## src/hw/rtl/jtdt_pkg.sv

```systemverilog
// Shared types, constants and the TAP transition function for the JTAG debug transport.
// No dependencies; every other file in hw/rtl refers to this package by scoped names.
package jtdt_pkg;

  localparam int IR_WIDTH   = 5;
  localparam int ADDR_WIDTH = 6;
  localparam int DATA_W     = 32;
  localparam int PL_W       = 64;
  localparam int CNT_W      = 7;

  // Command opcodes
  localparam logic [2:0] OP_RESET     = 3'd0;
  localparam logic [2:0] OP_TMS_SEQ   = 3'd1;
  localparam logic [2:0] OP_SCAN      = 3'd2;
  localparam logic [2:0] OP_SCAN_FLIP = 3'd3;
  localparam logic [2:0] OP_BUS_RESP  = 3'd4;

  // Result kinds
  localparam logic [1:0] KIND_SCAN  = 2'd0;
  localparam logic [1:0] KIND_REQ   = 2'd1;
  localparam logic [1:0] KIND_UNEXP = 2'd2;

  // Debug bus ops
  localparam logic [1:0] BOP_NOP      = 2'd0;
  localparam logic [1:0] BOP_READ     = 2'd1;
  localparam logic [1:0] BOP_WRITE    = 2'd2;

  // TAP states used by name
  localparam logic [3:0] TAP_RESET    = 4'd0;
  localparam logic [3:0] TAP_SHIFT_DR = 4'd4;
  localparam logic [3:0] TAP_SHIFT_IR = 4'd11;

  // Instructions
  localparam logic [IR_WIDTH-1:0] INSTR_IDCODE = 5'h01;
  localparam logic [IR_WIDTH-1:0] INSTR_DTMCS  = 5'h10;
  localparam logic [IR_WIDTH-1:0] INSTR_DBUS   = 5'h11;

  // Scan lengths: the two IR lengths load the instruction register; SCAN_LEN is the full scan
  localparam logic [CNT_W-1:0] IR_SCAN_LEN      = 7'd5;
  localparam logic [CNT_W-1:0] IR_SCAN_LEN_LONG = 7'd7;
  localparam logic [CNT_W-1:0] SCAN_LEN         = 7'd64;

  // Configuration registers
  localparam logic [DATA_W-1:0] ID_CODE_RESET   = 32'h0000_0ffd;
  localparam logic [DATA_W-1:0] CTRL_WORD_RESET = 32'h0000_0061;
  localparam logic              REG_ID_CODE     = 1'b0;
  localparam logic              REG_CTRL_WORD   = 1'b1;

  typedef enum logic [1:0] {
    ST_IDLE,
    ST_TMS,
    ST_SCAN,
    ST_EMIT
  } ctl_state_t;

  // Start request from the controller to the bit shifter
  typedef struct packed {
    logic              start;
    logic [CNT_W-1:0]  cnt;
    logic [DATA_W-1:0] word;
    logic              off2;
    logic              hi_en;
    logic [CNT_W-1:0]  bits;
  } eng_ctl_t;

  // Status of the bit shifter
  typedef struct packed {
    logic active;
    logic tms_bit;
  } eng_sts_t;

  // Standard TAP controller transition
  function automatic logic [3:0] tap_step(input logic [3:0] st, input logic tms);
    logic [3:0] nxt;
    begin
      case (st)
        4'd0:    nxt = tms ? 4'd0  : 4'd1;
        4'd1:    nxt = tms ? 4'd2  : 4'd1;
        4'd2:    nxt = tms ? 4'd9  : 4'd3;
        4'd3:    nxt = tms ? 4'd5  : 4'd4;
        4'd4:    nxt = tms ? 4'd5  : 4'd4;
        4'd5:    nxt = tms ? 4'd8  : 4'd6;
        4'd6:    nxt = tms ? 4'd7  : 4'd6;
        4'd7:    nxt = tms ? 4'd8  : 4'd4;
        4'd8:    nxt = tms ? 4'd2  : 4'd1;
        4'd9:    nxt = tms ? 4'd0  : 4'd10;
        4'd10:   nxt = tms ? 4'd12 : 4'd11;
        4'd11:   nxt = tms ? 4'd12 : 4'd11;
        4'd12:   nxt = tms ? 4'd15 : 4'd13;
        4'd13:   nxt = tms ? 4'd14 : 4'd13;
        4'd14:   nxt = tms ? 4'd15 : 4'd11;
        4'd15:   nxt = tms ? 4'd2  : 4'd1;
        default: nxt = 4'd0;
      endcase
      return nxt;
    end
  endfunction

endpackage

```

## src/hw/rtl/jtdt_if.sv

```systemverilog
// Valid/ready channel interfaces for host commands and results.
// Depends on jtdt_pkg for field widths.
interface jtdt_cmd_if;
  logic                          valid;
  logic                          ready;
  logic [2:0]                    opcode;
  logic [jtdt_pkg::CNT_W-1:0]    bit_count;
  logic [jtdt_pkg::PL_W-1:0]     payload;

  modport source(output valid, output opcode, output bit_count, output payload, input ready);
  modport sink(input valid, input opcode, input bit_count, input payload, output ready);
endinterface

interface jtdt_res_if;
  logic                               valid;
  logic                               ready;
  logic [1:0]                         result_kind;
  logic [jtdt_pkg::PL_W-1:0]          scan_reply;
  logic [jtdt_pkg::ADDR_WIDTH-1:0]    bus_addr;
  logic [jtdt_pkg::DATA_W-1:0]        bus_data;
  logic [1:0]                         bus_op;

  modport source(output valid, output result_kind, output scan_reply, output bus_addr,
                 output bus_data, output bus_op, input ready);
  modport sink(input valid, input result_kind, input scan_reply, input bus_addr,
               input bus_data, input bus_op, output ready);
endinterface

```

## src/hw/rtl/jtag_tap_debug_transport_unit.sv

```systemverilog
// Top level of the JTAG TAP debug transport: APB registers, sequencer and bit shifter.
// Depends on jtdt_pkg, jtdt_if, jtdt_apb_regs, jtdt_shift_engine and jtdt_ctrl.
//
//   channel   dir  handshake       payload
//   cmd       in   valid/ready     opcode[2:0], bit_count[6:0], payload[63:0]
//   res       out  valid/ready     result_kind[1:0], scan_reply[63:0], bus_addr[5:0],
//                                  bus_data[31:0], bus_op[1:0]
//   apb       in   psel/penable    paddr[2:0], pwdata[31:0], prdata[31:0], pready
//
// Reset, dropped items and zero-length TMS runs end in IDLE; a bus request or stray response
// goes straight to EMIT. A TMS sequence makes one TAP step per cycle from the shifter's bits.
// Scan and bus response shift the reply through the shifter, one reply bit a cycle, then EMIT.
// rst is synchronous; no memory, so the block accepts items right after reset.
// One result register: a new command is taken while the previous result waits; a second
// result stalls in the sequencer until the first is taken.
module jtag_tap_debug_transport_unit #(
  parameter int MAX_TMS_BITS = 64
) (
  input  logic        clk,
  input  logic        rst,
  jtdt_cmd_if.sink    cmd,
  jtdt_res_if.source  res,
  input  logic        psel,
  input  logic        penable,
  input  logic        pwrite,
  input  logic [2:0]  paddr,
  input  logic [31:0] pwdata,
  output logic [31:0] prdata,
  output logic        pready
);

  logic [31:0]                id_code;
  logic [31:0]                ctrl_word;
  jtdt_pkg::eng_ctl_t         eng_ctl;
  jtdt_pkg::eng_sts_t         eng_sts;
  logic [jtdt_pkg::PL_W-1:0]  eng_reply;

  jtdt_apb_regs u_regs (
    .clk       (clk),
    .rst       (rst),
    .psel      (psel),
    .penable   (penable),
    .pwrite    (pwrite),
    .paddr     (paddr),
    .pwdata    (pwdata),
    .prdata    (prdata),
    .pready    (pready),
    .id_code   (id_code),
    .ctrl_word (ctrl_word)
  );

  jtdt_shift_engine u_shift (
    .clk   (clk),
    .rst   (rst),
    .ctl   (eng_ctl),
    .pl    (cmd.payload),
    .sts   (eng_sts),
    .reply (eng_reply)
  );

  jtdt_ctrl #(
    .MAX_TMS_BITS (MAX_TMS_BITS)
  ) u_ctrl (
    .clk       (clk),
    .rst       (rst),
    .cmd       (cmd),
    .res       (res),
    .id_code   (id_code),
    .ctrl_word (ctrl_word),
    .eng_sts   (eng_sts),
    .eng_reply (eng_reply),
    .eng_ctl   (eng_ctl)
  );

endmodule

```

## src/hw/rtl/jtdt_apb_regs.sv

```systemverilog
// APB configuration registers: IDCODE value and DTM control word.
// Depends on jtdt_pkg for reset values and register selects.
module jtdt_apb_regs (
  input  logic        clk,
  input  logic        rst,
  input  logic        psel,
  input  logic        penable,
  input  logic        pwrite,
  input  logic [2:0]  paddr,
  input  logic [31:0] pwdata,
  output logic [31:0] prdata,
  output logic        pready,
  output logic [31:0] id_code,
  output logic [31:0] ctrl_word
);

  logic wr_en;

  // Write on the access phase; byte offset bits are ignored
  assign wr_en  = psel && penable && pwrite && pready;
  assign pready = 1'b1;

  always_ff @(posedge clk) begin
    if (rst) begin
      id_code   <= jtdt_pkg::ID_CODE_RESET;
      ctrl_word <= jtdt_pkg::CTRL_WORD_RESET;
    end else if (wr_en) begin
      if (paddr[2] == jtdt_pkg::REG_CTRL_WORD) begin
        ctrl_word <= pwdata;
      end else begin
        id_code <= pwdata;
      end
    end
  end

  // Read back
  assign prdata = (paddr[2] == jtdt_pkg::REG_ID_CODE) ? id_code : ctrl_word;

endmodule

```

## src/hw/rtl/jtdt_shift_engine.sv

```systemverilog
// Bit-serial shifter: walks the payload one bit per cycle and builds the scan reply.
// Depends on jtdt_pkg for the control and status structs.
module jtdt_shift_engine (
  input  logic                      clk,
  input  logic                      rst,
  input  jtdt_pkg::eng_ctl_t        ctl,
  input  logic [jtdt_pkg::PL_W-1:0] pl,
  output jtdt_pkg::eng_sts_t        sts,
  output logic [jtdt_pkg::PL_W-1:0] reply
);

  logic                         active;
  logic [jtdt_pkg::CNT_W-1:0]   left;
  logic [5:0]                   idx;
  logic [jtdt_pkg::PL_W-1:0]    pshift;
  logic [jtdt_pkg::DATA_W-1:0]  wshift;
  logic                         off2;
  logic                         hi_en;
  logic [jtdt_pkg::CNT_W-1:0]   bits;
  logic                         in_win;
  logic                         hi_ok;
  logic                         bit_out;

  // Pick the reply bit for the current position
  always_comb begin
    in_win  = off2 ? (idx >= 6'd2 && idx < 6'd34) : !idx[5];
    hi_ok   = hi_en && idx[5] && ({1'b0, idx[5:3], 3'b000} < bits);
    bit_out = (in_win & wshift[0]) | (hi_ok & pshift[0]);
  end

  assign sts.active  = active;
  assign sts.tms_bit = pshift[0];

  // Count bits
  always_ff @(posedge clk) begin
    if (rst) begin
      active <= 1'b0;
      left   <= '0;
    end else if (ctl.start) begin
      active <= (ctl.cnt != '0);
      left   <= ctl.cnt;
    end else if (active) begin
      left <= left - 7'd1;
      if (left == 7'd1) begin
        active <= 1'b0;
      end
    end
  end

  // Shift payload, word and reply
  always_ff @(posedge clk) begin
    if (ctl.start) begin
      idx    <= '0;
      pshift <= pl;
      wshift <= ctl.word;
      off2   <= ctl.off2;
      hi_en  <= ctl.hi_en;
      bits   <= ctl.bits;
    end else if (active) begin
      idx    <= idx + 6'd1;
      pshift <= {1'b0, pshift[jtdt_pkg::PL_W-1:1]};
      if (in_win) begin
        wshift <= {1'b0, wshift[jtdt_pkg::DATA_W-1:1]};
      end
      reply  <= {bit_out, reply[jtdt_pkg::PL_W-1:1]};
    end
  end

endmodule

```

## src/hw/rtl/jtdt_ctrl.sv

```systemverilog
// Command sequencer: TAP state, instruction register, bus handshake and result register.
// Depends on jtdt_pkg, jtdt_if and the bit shifter's status.
module jtdt_ctrl #(
  parameter int MAX_TMS_BITS = 64
) (
  input  logic                      clk,
  input  logic                      rst,
  jtdt_cmd_if.sink                  cmd,
  jtdt_res_if.source                res,
  input  logic [31:0]               id_code,
  input  logic [31:0]               ctrl_word,
  input  jtdt_pkg::eng_sts_t        eng_sts,
  input  logic [jtdt_pkg::PL_W-1:0] eng_reply,
  output jtdt_pkg::eng_ctl_t        eng_ctl
);

  localparam logic [jtdt_pkg::CNT_W-1:0] MaxTms = 7'(MAX_TMS_BITS);

  jtdt_pkg::ctl_state_t state, state_next;

  logic [3:0]                       tap_state;
  logic [3:0]                       pending_state;
  logic [jtdt_pkg::IR_WIDTH-1:0]    instr_reg;
  logic [31:0]                      last_bus_data;
  logic                             bus_busy;
  logic [1:0]                       stage_kind;
  logic [jtdt_pkg::ADDR_WIDTH-1:0]  req_addr;
  logic [31:0]                      req_data;
  logic [1:0]                       req_op;
  logic                             out_valid;

  logic                             accept;
  logic                             emit_ok;
  logic                             act_reset;
  logic                             act_tms;
  logic                             act_scan;
  logic                             act_req;
  logic                             act_unexp;
  logic                             act_resp;
  logic                             ir_load;
  logic [jtdt_pkg::IR_WIDTH-1:0]    ir_next;
  logic [3:0]                       pending_next;
  logic [jtdt_pkg::CNT_W-1:0]       tms_n;
  logic [jtdt_pkg::CNT_W-1:0]       scan_bits;
  logic [1:0]                       dbus_op;

  // Decode the command at the head of the channel
  always_comb begin
    accept       = cmd.valid && cmd.ready;
    emit_ok      = !out_valid || res.ready;
    dbus_op      = cmd.payload[1:0];
    tms_n        = (cmd.bit_count > MaxTms) ? MaxTms : cmd.bit_count;
    scan_bits    = (cmd.bit_count > jtdt_pkg::SCAN_LEN) ? jtdt_pkg::SCAN_LEN : cmd.bit_count;
    pending_next = jtdt_pkg::tap_step(tap_state, cmd.opcode == jtdt_pkg::OP_SCAN_FLIP);
    act_unexp    = (cmd.opcode == jtdt_pkg::OP_BUS_RESP) && !bus_busy;
    act_resp     = (cmd.opcode == jtdt_pkg::OP_BUS_RESP) && bus_busy;
    act_reset    = (cmd.opcode == jtdt_pkg::OP_RESET) && !bus_busy;
    act_tms      = (cmd.opcode == jtdt_pkg::OP_TMS_SEQ) && !bus_busy && (tms_n != '0);
    act_scan     = ((cmd.opcode == jtdt_pkg::OP_SCAN) || (cmd.opcode == jtdt_pkg::OP_SCAN_FLIP))
                   && !bus_busy;
    act_req      = act_scan && (tap_state == jtdt_pkg::TAP_SHIFT_DR)
                   && (instr_reg == jtdt_pkg::INSTR_DBUS)
                   && (dbus_op == jtdt_pkg::BOP_READ || dbus_op == jtdt_pkg::BOP_WRITE);
  end

  // Set up the shifter for the reply
  always_comb begin
    eng_ctl.start = accept && (act_tms || act_resp || (act_scan && !act_req));
    eng_ctl.cnt   = act_tms ? tms_n : jtdt_pkg::SCAN_LEN;
    eng_ctl.word  = '0;
    eng_ctl.off2  = 1'b0;
    eng_ctl.hi_en = 1'b0;
    eng_ctl.bits  = scan_bits;
    ir_load       = 1'b0;
    ir_next       = instr_reg;
    if (act_resp) begin
      eng_ctl.word = cmd.payload[31:0];
      eng_ctl.off2 = 1'b1;
    end else if (tap_state == jtdt_pkg::TAP_SHIFT_DR) begin
      case (instr_reg)
        jtdt_pkg::INSTR_IDCODE: begin
          eng_ctl.word  = id_code;
          eng_ctl.hi_en = 1'b1;
        end
        jtdt_pkg::INSTR_DTMCS: begin
          eng_ctl.word = ctrl_word;
        end
        jtdt_pkg::INSTR_DBUS: begin
          eng_ctl.off2 = 1'b1;
          eng_ctl.word = (dbus_op == jtdt_pkg::BOP_NOP) ? last_bus_data : cmd.payload[33:2];
        end
        default: begin
          eng_ctl.word = '0;
        end
      endcase
    end else if (tap_state == jtdt_pkg::TAP_SHIFT_IR) begin
      if (cmd.bit_count == jtdt_pkg::IR_SCAN_LEN) begin
        eng_ctl.word = {27'd0, instr_reg};
        ir_load      = 1'b1;
        ir_next      = cmd.payload[4:0];
      end else if (cmd.bit_count == jtdt_pkg::IR_SCAN_LEN_LONG) begin
        eng_ctl.word = {25'd0, cmd.payload[1:0], instr_reg};
        ir_load      = 1'b1;
        ir_next      = cmd.payload[6:2];
      end
    end
  end

  // Next state
  always_comb begin
    state_next = state;
    case (state)
      jtdt_pkg::ST_IDLE: begin
        if (accept) begin
          if (act_unexp || act_req) begin
            state_next = jtdt_pkg::ST_EMIT;
          end else if (act_resp || act_scan) begin
            state_next = jtdt_pkg::ST_SCAN;
          end else if (act_tms) begin
            state_next = jtdt_pkg::ST_TMS;
          end
        end
      end
      jtdt_pkg::ST_TMS: begin
        if (!eng_sts.active) begin
          state_next = jtdt_pkg::ST_IDLE;
        end
      end
      jtdt_pkg::ST_SCAN: begin
        if (!eng_sts.active) begin
          state_next = jtdt_pkg::ST_EMIT;
        end
      end
      jtdt_pkg::ST_EMIT: begin
        if (emit_ok) begin
          state_next = jtdt_pkg::ST_IDLE;
        end
      end
      default: begin
        state_next = jtdt_pkg::ST_IDLE;
      end
    endcase
  end

  // Outputs
  always_comb begin
    cmd.ready = (state == jtdt_pkg::ST_IDLE);
    res.valid = out_valid;
  end

  // Architectural state
  always_ff @(posedge clk) begin
    if (rst) begin
      state         <= jtdt_pkg::ST_IDLE;
      tap_state     <= jtdt_pkg::TAP_RESET;
      pending_state <= jtdt_pkg::TAP_RESET;
      instr_reg     <= '0;
      last_bus_data <= '0;
      bus_busy      <= 1'b0;
    end else begin
      state <= state_next;
      if (accept) begin
        if (act_resp) begin
          bus_busy      <= 1'b0;
          last_bus_data <= cmd.payload[31:0];
          tap_state     <= pending_state;
        end else if (act_reset) begin
          tap_state <= jtdt_pkg::TAP_RESET;
          instr_reg <= jtdt_pkg::INSTR_IDCODE;
        end else if (act_req) begin
          pending_state <= pending_next;
          bus_busy      <= 1'b1;
        end else if (act_scan) begin
          pending_state <= pending_next;
          tap_state     <= pending_next;
          if (ir_load) begin
            instr_reg <= ir_next;
          end
        end
      end
      // Step the TAP once per TMS bit
      if (state == jtdt_pkg::ST_TMS && eng_sts.active) begin
        tap_state <= jtdt_pkg::tap_step(tap_state, eng_sts.tms_bit);
      end
    end
  end

  // Hold what the pending result needs
  always_ff @(posedge clk) begin
    if (accept) begin
      stage_kind <= act_unexp ? jtdt_pkg::KIND_UNEXP
                  : act_req   ? jtdt_pkg::KIND_REQ : jtdt_pkg::KIND_SCAN;
      req_addr   <= cmd.payload[39:34];
      req_data   <= cmd.payload[33:2];
      req_op     <= dbus_op;
    end
  end

  // Result register
  always_ff @(posedge clk) begin
    if (rst) begin
      out_valid <= 1'b0;
    end else if (state == jtdt_pkg::ST_EMIT && emit_ok) begin
      out_valid <= 1'b1;
    end else if (res.ready) begin
      out_valid <= 1'b0;
    end
  end

  always_ff @(posedge clk) begin
    if (state == jtdt_pkg::ST_EMIT && emit_ok) begin
      res.result_kind <= stage_kind;
      res.scan_reply  <= (stage_kind == jtdt_pkg::KIND_SCAN) ? eng_reply : '0;
      res.bus_addr    <= (stage_kind == jtdt_pkg::KIND_REQ) ? req_addr : '0;
      res.bus_data    <= (stage_kind == jtdt_pkg::KIND_REQ) ? req_data : '0;
      res.bus_op      <= (stage_kind == jtdt_pkg::KIND_REQ) ? req_op : '0;
    end
  end

endmodule
```

## src/flat_wrapper.sv

```systemverilog
// flat-port wrapper written by rule: the top's interface ports become plain ports
module jtag_tap_debug_transport_unit_flat 
#(
  parameter int MAX_TMS_BITS = 64
)
  (clk, rst, psel, penable, pwrite, paddr, pwdata, prdata, pready, cmd_valid, cmd_opcode, cmd_bit_count, cmd_payload, cmd_ready, res_valid, res_result_kind, res_scan_reply, res_bus_addr, res_bus_data, res_bus_op, res_ready);
  jtdt_cmd_if cmd_i ();
  jtdt_res_if res_i ();
  input  logic clk;
  input  logic rst;
  input  logic psel;
  input  logic penable;
  input  logic pwrite;
  input  logic [2:0] paddr;
  input  logic [31:0] pwdata;
  output logic [31:0] prdata;
  output logic pready;
  input wire logic [$bits(cmd_i.valid)-1:0] cmd_valid;
  input wire logic [$bits(cmd_i.opcode)-1:0] cmd_opcode;
  input wire logic [$bits(cmd_i.bit_count)-1:0] cmd_bit_count;
  input wire logic [$bits(cmd_i.payload)-1:0] cmd_payload;
  output wire logic [$bits(cmd_i.ready)-1:0] cmd_ready;
  output wire logic [$bits(res_i.valid)-1:0] res_valid;
  output wire logic [$bits(res_i.result_kind)-1:0] res_result_kind;
  output wire logic [$bits(res_i.scan_reply)-1:0] res_scan_reply;
  output wire logic [$bits(res_i.bus_addr)-1:0] res_bus_addr;
  output wire logic [$bits(res_i.bus_data)-1:0] res_bus_data;
  output wire logic [$bits(res_i.bus_op)-1:0] res_bus_op;
  input wire logic [$bits(res_i.ready)-1:0] res_ready;
  assign cmd_i.valid = cmd_valid;
  assign cmd_i.opcode = cmd_opcode;
  assign cmd_i.bit_count = cmd_bit_count;
  assign cmd_i.payload = cmd_payload;
  assign cmd_ready = cmd_i.ready;
  assign res_valid = res_i.valid;
  assign res_result_kind = res_i.result_kind;
  assign res_scan_reply = res_i.scan_reply;
  assign res_bus_addr = res_i.bus_addr;
  assign res_bus_data = res_i.bus_data;
  assign res_bus_op = res_i.bus_op;
  assign res_i.ready = res_ready;
  jtag_tap_debug_transport_unit #(.MAX_TMS_BITS(MAX_TMS_BITS)) u_core (.clk(clk), .rst(rst), .cmd(cmd_i), .res(res_i), .psel(psel), .penable(penable), .pwrite(pwrite), .paddr(paddr), .pwdata(pwdata), .prdata(prdata), .pready(pready));
endmodule
```

## config.mk

```make
export PLATFORM = sky130hd
export DESIGN_NAME = jtag_tap_debug_transport_unit_flat
export DESIGN_NICKNAME = d
export VERILOG_FILES = /design/src/hw/rtl/jtdt_pkg.sv /design/src/hw/rtl/jtdt_if.sv /design/src/hw/rtl/jtag_tap_debug_transport_unit.sv /design/src/hw/rtl/jtdt_apb_regs.sv /design/src/hw/rtl/jtdt_shift_engine.sv /design/src/hw/rtl/jtdt_ctrl.sv /design/src/flat_wrapper.sv
export SDC_FILE = /design/constraint.sdc
export NUM_CORES = 1
export LEC_CHECK = 0
export BUFFER_PORTS_ARGS = -buffer_cell sky130_fd_sc_hd__buf_2
export CELL_PAD_IN_SITES_DETAIL_PLACEMENT = 0
export CELL_PAD_IN_SITES_GLOBAL_PLACEMENT = 1
export CORE_MARGIN = 2
export CORE_UTILIZATION = 45
export DETAILED_ROUTE_END_ITERATION = 12
export PLACE_DENSITY_LB_ADDON = 0.1
export SLEW_MARGIN = 30
export SYNTH_ARGS = -nofsm -noshare
export SYNTH_HDL_FRONTEND = slang
export SYNTH_SLANG_ARGS = --single-unit
```

## constraint.sdc

```tcl
create_clock -name clk -period 9.5 [get_ports clk]
set_input_delay 0.95 -clock clk [delete_from_list [all_inputs] [get_ports clk]]
set_output_delay 0.95 -clock clk [all_outputs]
set_load 0.05 [all_outputs]
```

==> summary.txt <==
Drt
  – DR iter-0 viols: around 840
  – Drt first pass iters: 6
  – Post-route ant nets: 0
  – Vias per inst: between 5 and 6
  – Drt drc: 0
  – DR vias: around 12k
  – Routed len/inst: roughly 19 um
  – Routed wire length: around 45,000 um

STA
  – RSZ-0062 raised after global routing: no
  – Max-Slew Margin vs Limit: roughly two fifths
  – Least-Margin Pin Slew: 0.893 ns
  – FMAX: about 280 MHz
  – Final slew viol count: 0
  – Fin Setup TNS: 0 ns
  – Final setup fails: 0
  – Tcrit/Tclk final: a little under two fifths
  – Setup ws final: a little under 6 ns
  – Final min period: 3.58 ns
  – Setup Skew: around 0.016 ns
  – Final Hold Viols: 0

Worst setup path
  – Startpoint types: input pin
  – Reg2Reg Setup Slack: between 5 and 6 ns
  – WP data required: around 9.7 ns
  – Crit Path Category: in -> reg
  – Crit Path Max Fanout: 76
  – CP arrival: ~3.8 ns
  – CP Capture Type: register

Synth
  – Async SR Flop Fraction: 0%
  – Post-synth EDFFs: about 320
  – Top FF cell, synth: edfxtp_1
  – Gate Count Post-Synth: 1,537
  – Mapped Avg Cell Area: 12.2 sq um
  – Post-synth top area share: about half
  – Number of library cell types mapped by synthesis: 66
  – Post-synth top cells: edfxtp_1, nand2_1, a21oi_1
  – Mapped Area: about 19,000 sq um
  – Register area share after synthesis: between 60% and 70%
  – Synth warn: 0
  – Syn Nets: ~1.7k
  – Yosys reg bits: ~440
  – Most common cell in the synthesized netlist: edfxtp_1
  – Cell accounting for the most synthesized area: edfxtp_1
  – Synth top area cells: edfxtp_1, dfxtp_1, a21oi_1

Pwr
  – Power Dens Cells: approximately 210 nW/um^2
  – Leak Pwr: 0.00799 uW
  – Max VDD drop: roughly 110 uV
  – Final Power: ~4600 uW

Die
  – Die area: between 40,000 and 50,000 sq um
  – Core area: between 40,000 and 50,000 sq um
  – Die Width: around 210 um
  – Std cell rows: 74
  – Die Ht: between 200 and 250 um
  – Initial Util: 45.8%
  – # IOs: about 260

Clocking
  – Clk Latency, worst-skew pair: 0.59 ns
  – H-Tree Depth: 2
  – Clock Pin Slew Worst Setup and Hold Paths: around 0.060 ns
  – CTS tree: done
  – Post-CTS setup buffer count: 0
  – Clk buf depth: 3
  – CTS Root Buffer Type: clkbuf_16
  – CTS buffer count: 47
  – Clk sink count: roughly 440
  – Hold Buf Count CTS: 0
  – PostCTS Resize Cnt: 0

Layout
  – P&R area growth vs syn: 17.3%
  – Layout fillers: 3,589
  – Fin util: 53.7%
  – Share of layout cells above drive strength 1: between 20% and 30%
  – Top Registers: u_core.u_ctrl.res.scan_reply: 64 flops, u_core.u_shift.pshift: 64 flops, u_core.u_shift.reply: 64 flops
  – Nets: 1,880
  – Reg area: ~12,000 sq um
  – Area of the multi-input gates: roughly 6300 sq um

Global route
  – GR Overflow Total: 0
  – Initial antenna violation count: 2
  – Vias in the first global route: 11.6k
  – All-Layer GR Usage: about 20%
  – First-pass GRT wire length: approximately 70,000 um
  – Pin count of the biggest net entering global routing: ~110

Hold path
  – HP Class: reg -> reg

Placement
  – Gp weighted congestion: 0.778
  – DP Wirelength: 29,100 um
  – Buffers on Ports: between 200 and 300
  – Setup WS pre-CTS: ~5.3 ns

Job
  – Max Cap Viol: 0

Outcome
  – Outcome: finished clean
path summary, 6_finish.rpt:
kind,from,to,cells after the start
setup / recovery,cmd_opcode[1],u_core.u_shift.wshift[14],6
hold / removal,u_core.u_shift.reply[53],u_core.u_shift.reply[52],0
setup reg to reg,u_core.u_ctrl.bus_busy,u_core.u_shift.wshift[14],5
hold reg to reg,u_core.u_shift.reply[53],u_core.u_shift.reply[52],0
power breakdown:
group	internal (uW)	leakage (uW)	switching (uW)	total (uW)
combinational	191	0.00335	313	504
sequential	2240	0.00392	56.6	2300
clock	1020	0.000728	766	1790
total	3450	0.00799	1140	4590
critical path, cell delays in order:
cell,delay [ns]
buf_2,0.16
nand4bb_1,0.55
a31oi_4,0.82
buf_4,0.74
a21o_1,0.15
buf_4,0.38
cells by family after synthesis:
family,count (synthesis),share of synthesized area (%)
AO/OA/AOI/OAI,291,9.61
XOR/XNOR,11,0.513
adder cells (fa/ha/maj),7,0.467
buffers and inverters,118,2.73
flip-flops,444,64.3
multiplexers,136,8.89
other,1,0.0200
AND/OR/NAND/NOR,529,13.5
per-layer routing:
layer	vias up	wire length (um)	GRT usage, %
li1	5980	-	-
met1	5992	22200	31.6
met2	371	19100	28.7
met3	47	2830	4.02
met4	2	621	5.43
met5	-	7	0
cell usage in the layout, fill, tap and decap left out, types with 9 or more instances in the layout:
cell,Yosys,layout
nand3_1,10,10
buf_4,3,20
dfxtp_1,127,126
clkinv_1,0,9
a22oi_1,26,26
inv_1,13,12
nand3b_1,16,16
edfxtp_1,317,317
a21oi_1,173,173
clkbuf_1,72,12
nor3_1,12,12
clkbuf_16,0,48
mux2_4,50,50
a22o_1,31,31
o21ai_0,9,9
buf_2,17,252
mux2_2,46,46
nor2_1,105,101
and2_1,106,106
nand2_1,222,222
nand2b_1,10,10
mux2i_1,40,40
final cells by class:
class	count	share of cell area [%]
tap	532	3.02
sequential	444	54.8
clock buffer	64	5.91
timing repair buffer	276	6.71
inverter	13	0.222
multi-input combinational	975	28.5
antenna	1	0.0114
clock inverter	23	0.892
stage by stage:
| step | hold slack, ns | instance area (sq um) | std cells |
|---|---|---|---|
| after floorplan | 0.417 | 18800 | 1537 |
| after global placement | 0.423 | 20500 | 2238 |
| after detailed placement | 0.424 | 20500 | 2240 |
| after CTS | 0.436 | 22000 | 2327 |
| after global routing | 0.443 | 22000 | 2327 |
| final | 0.439 | 22000 | 2328 |
Power figures use the tool's default switching activity.
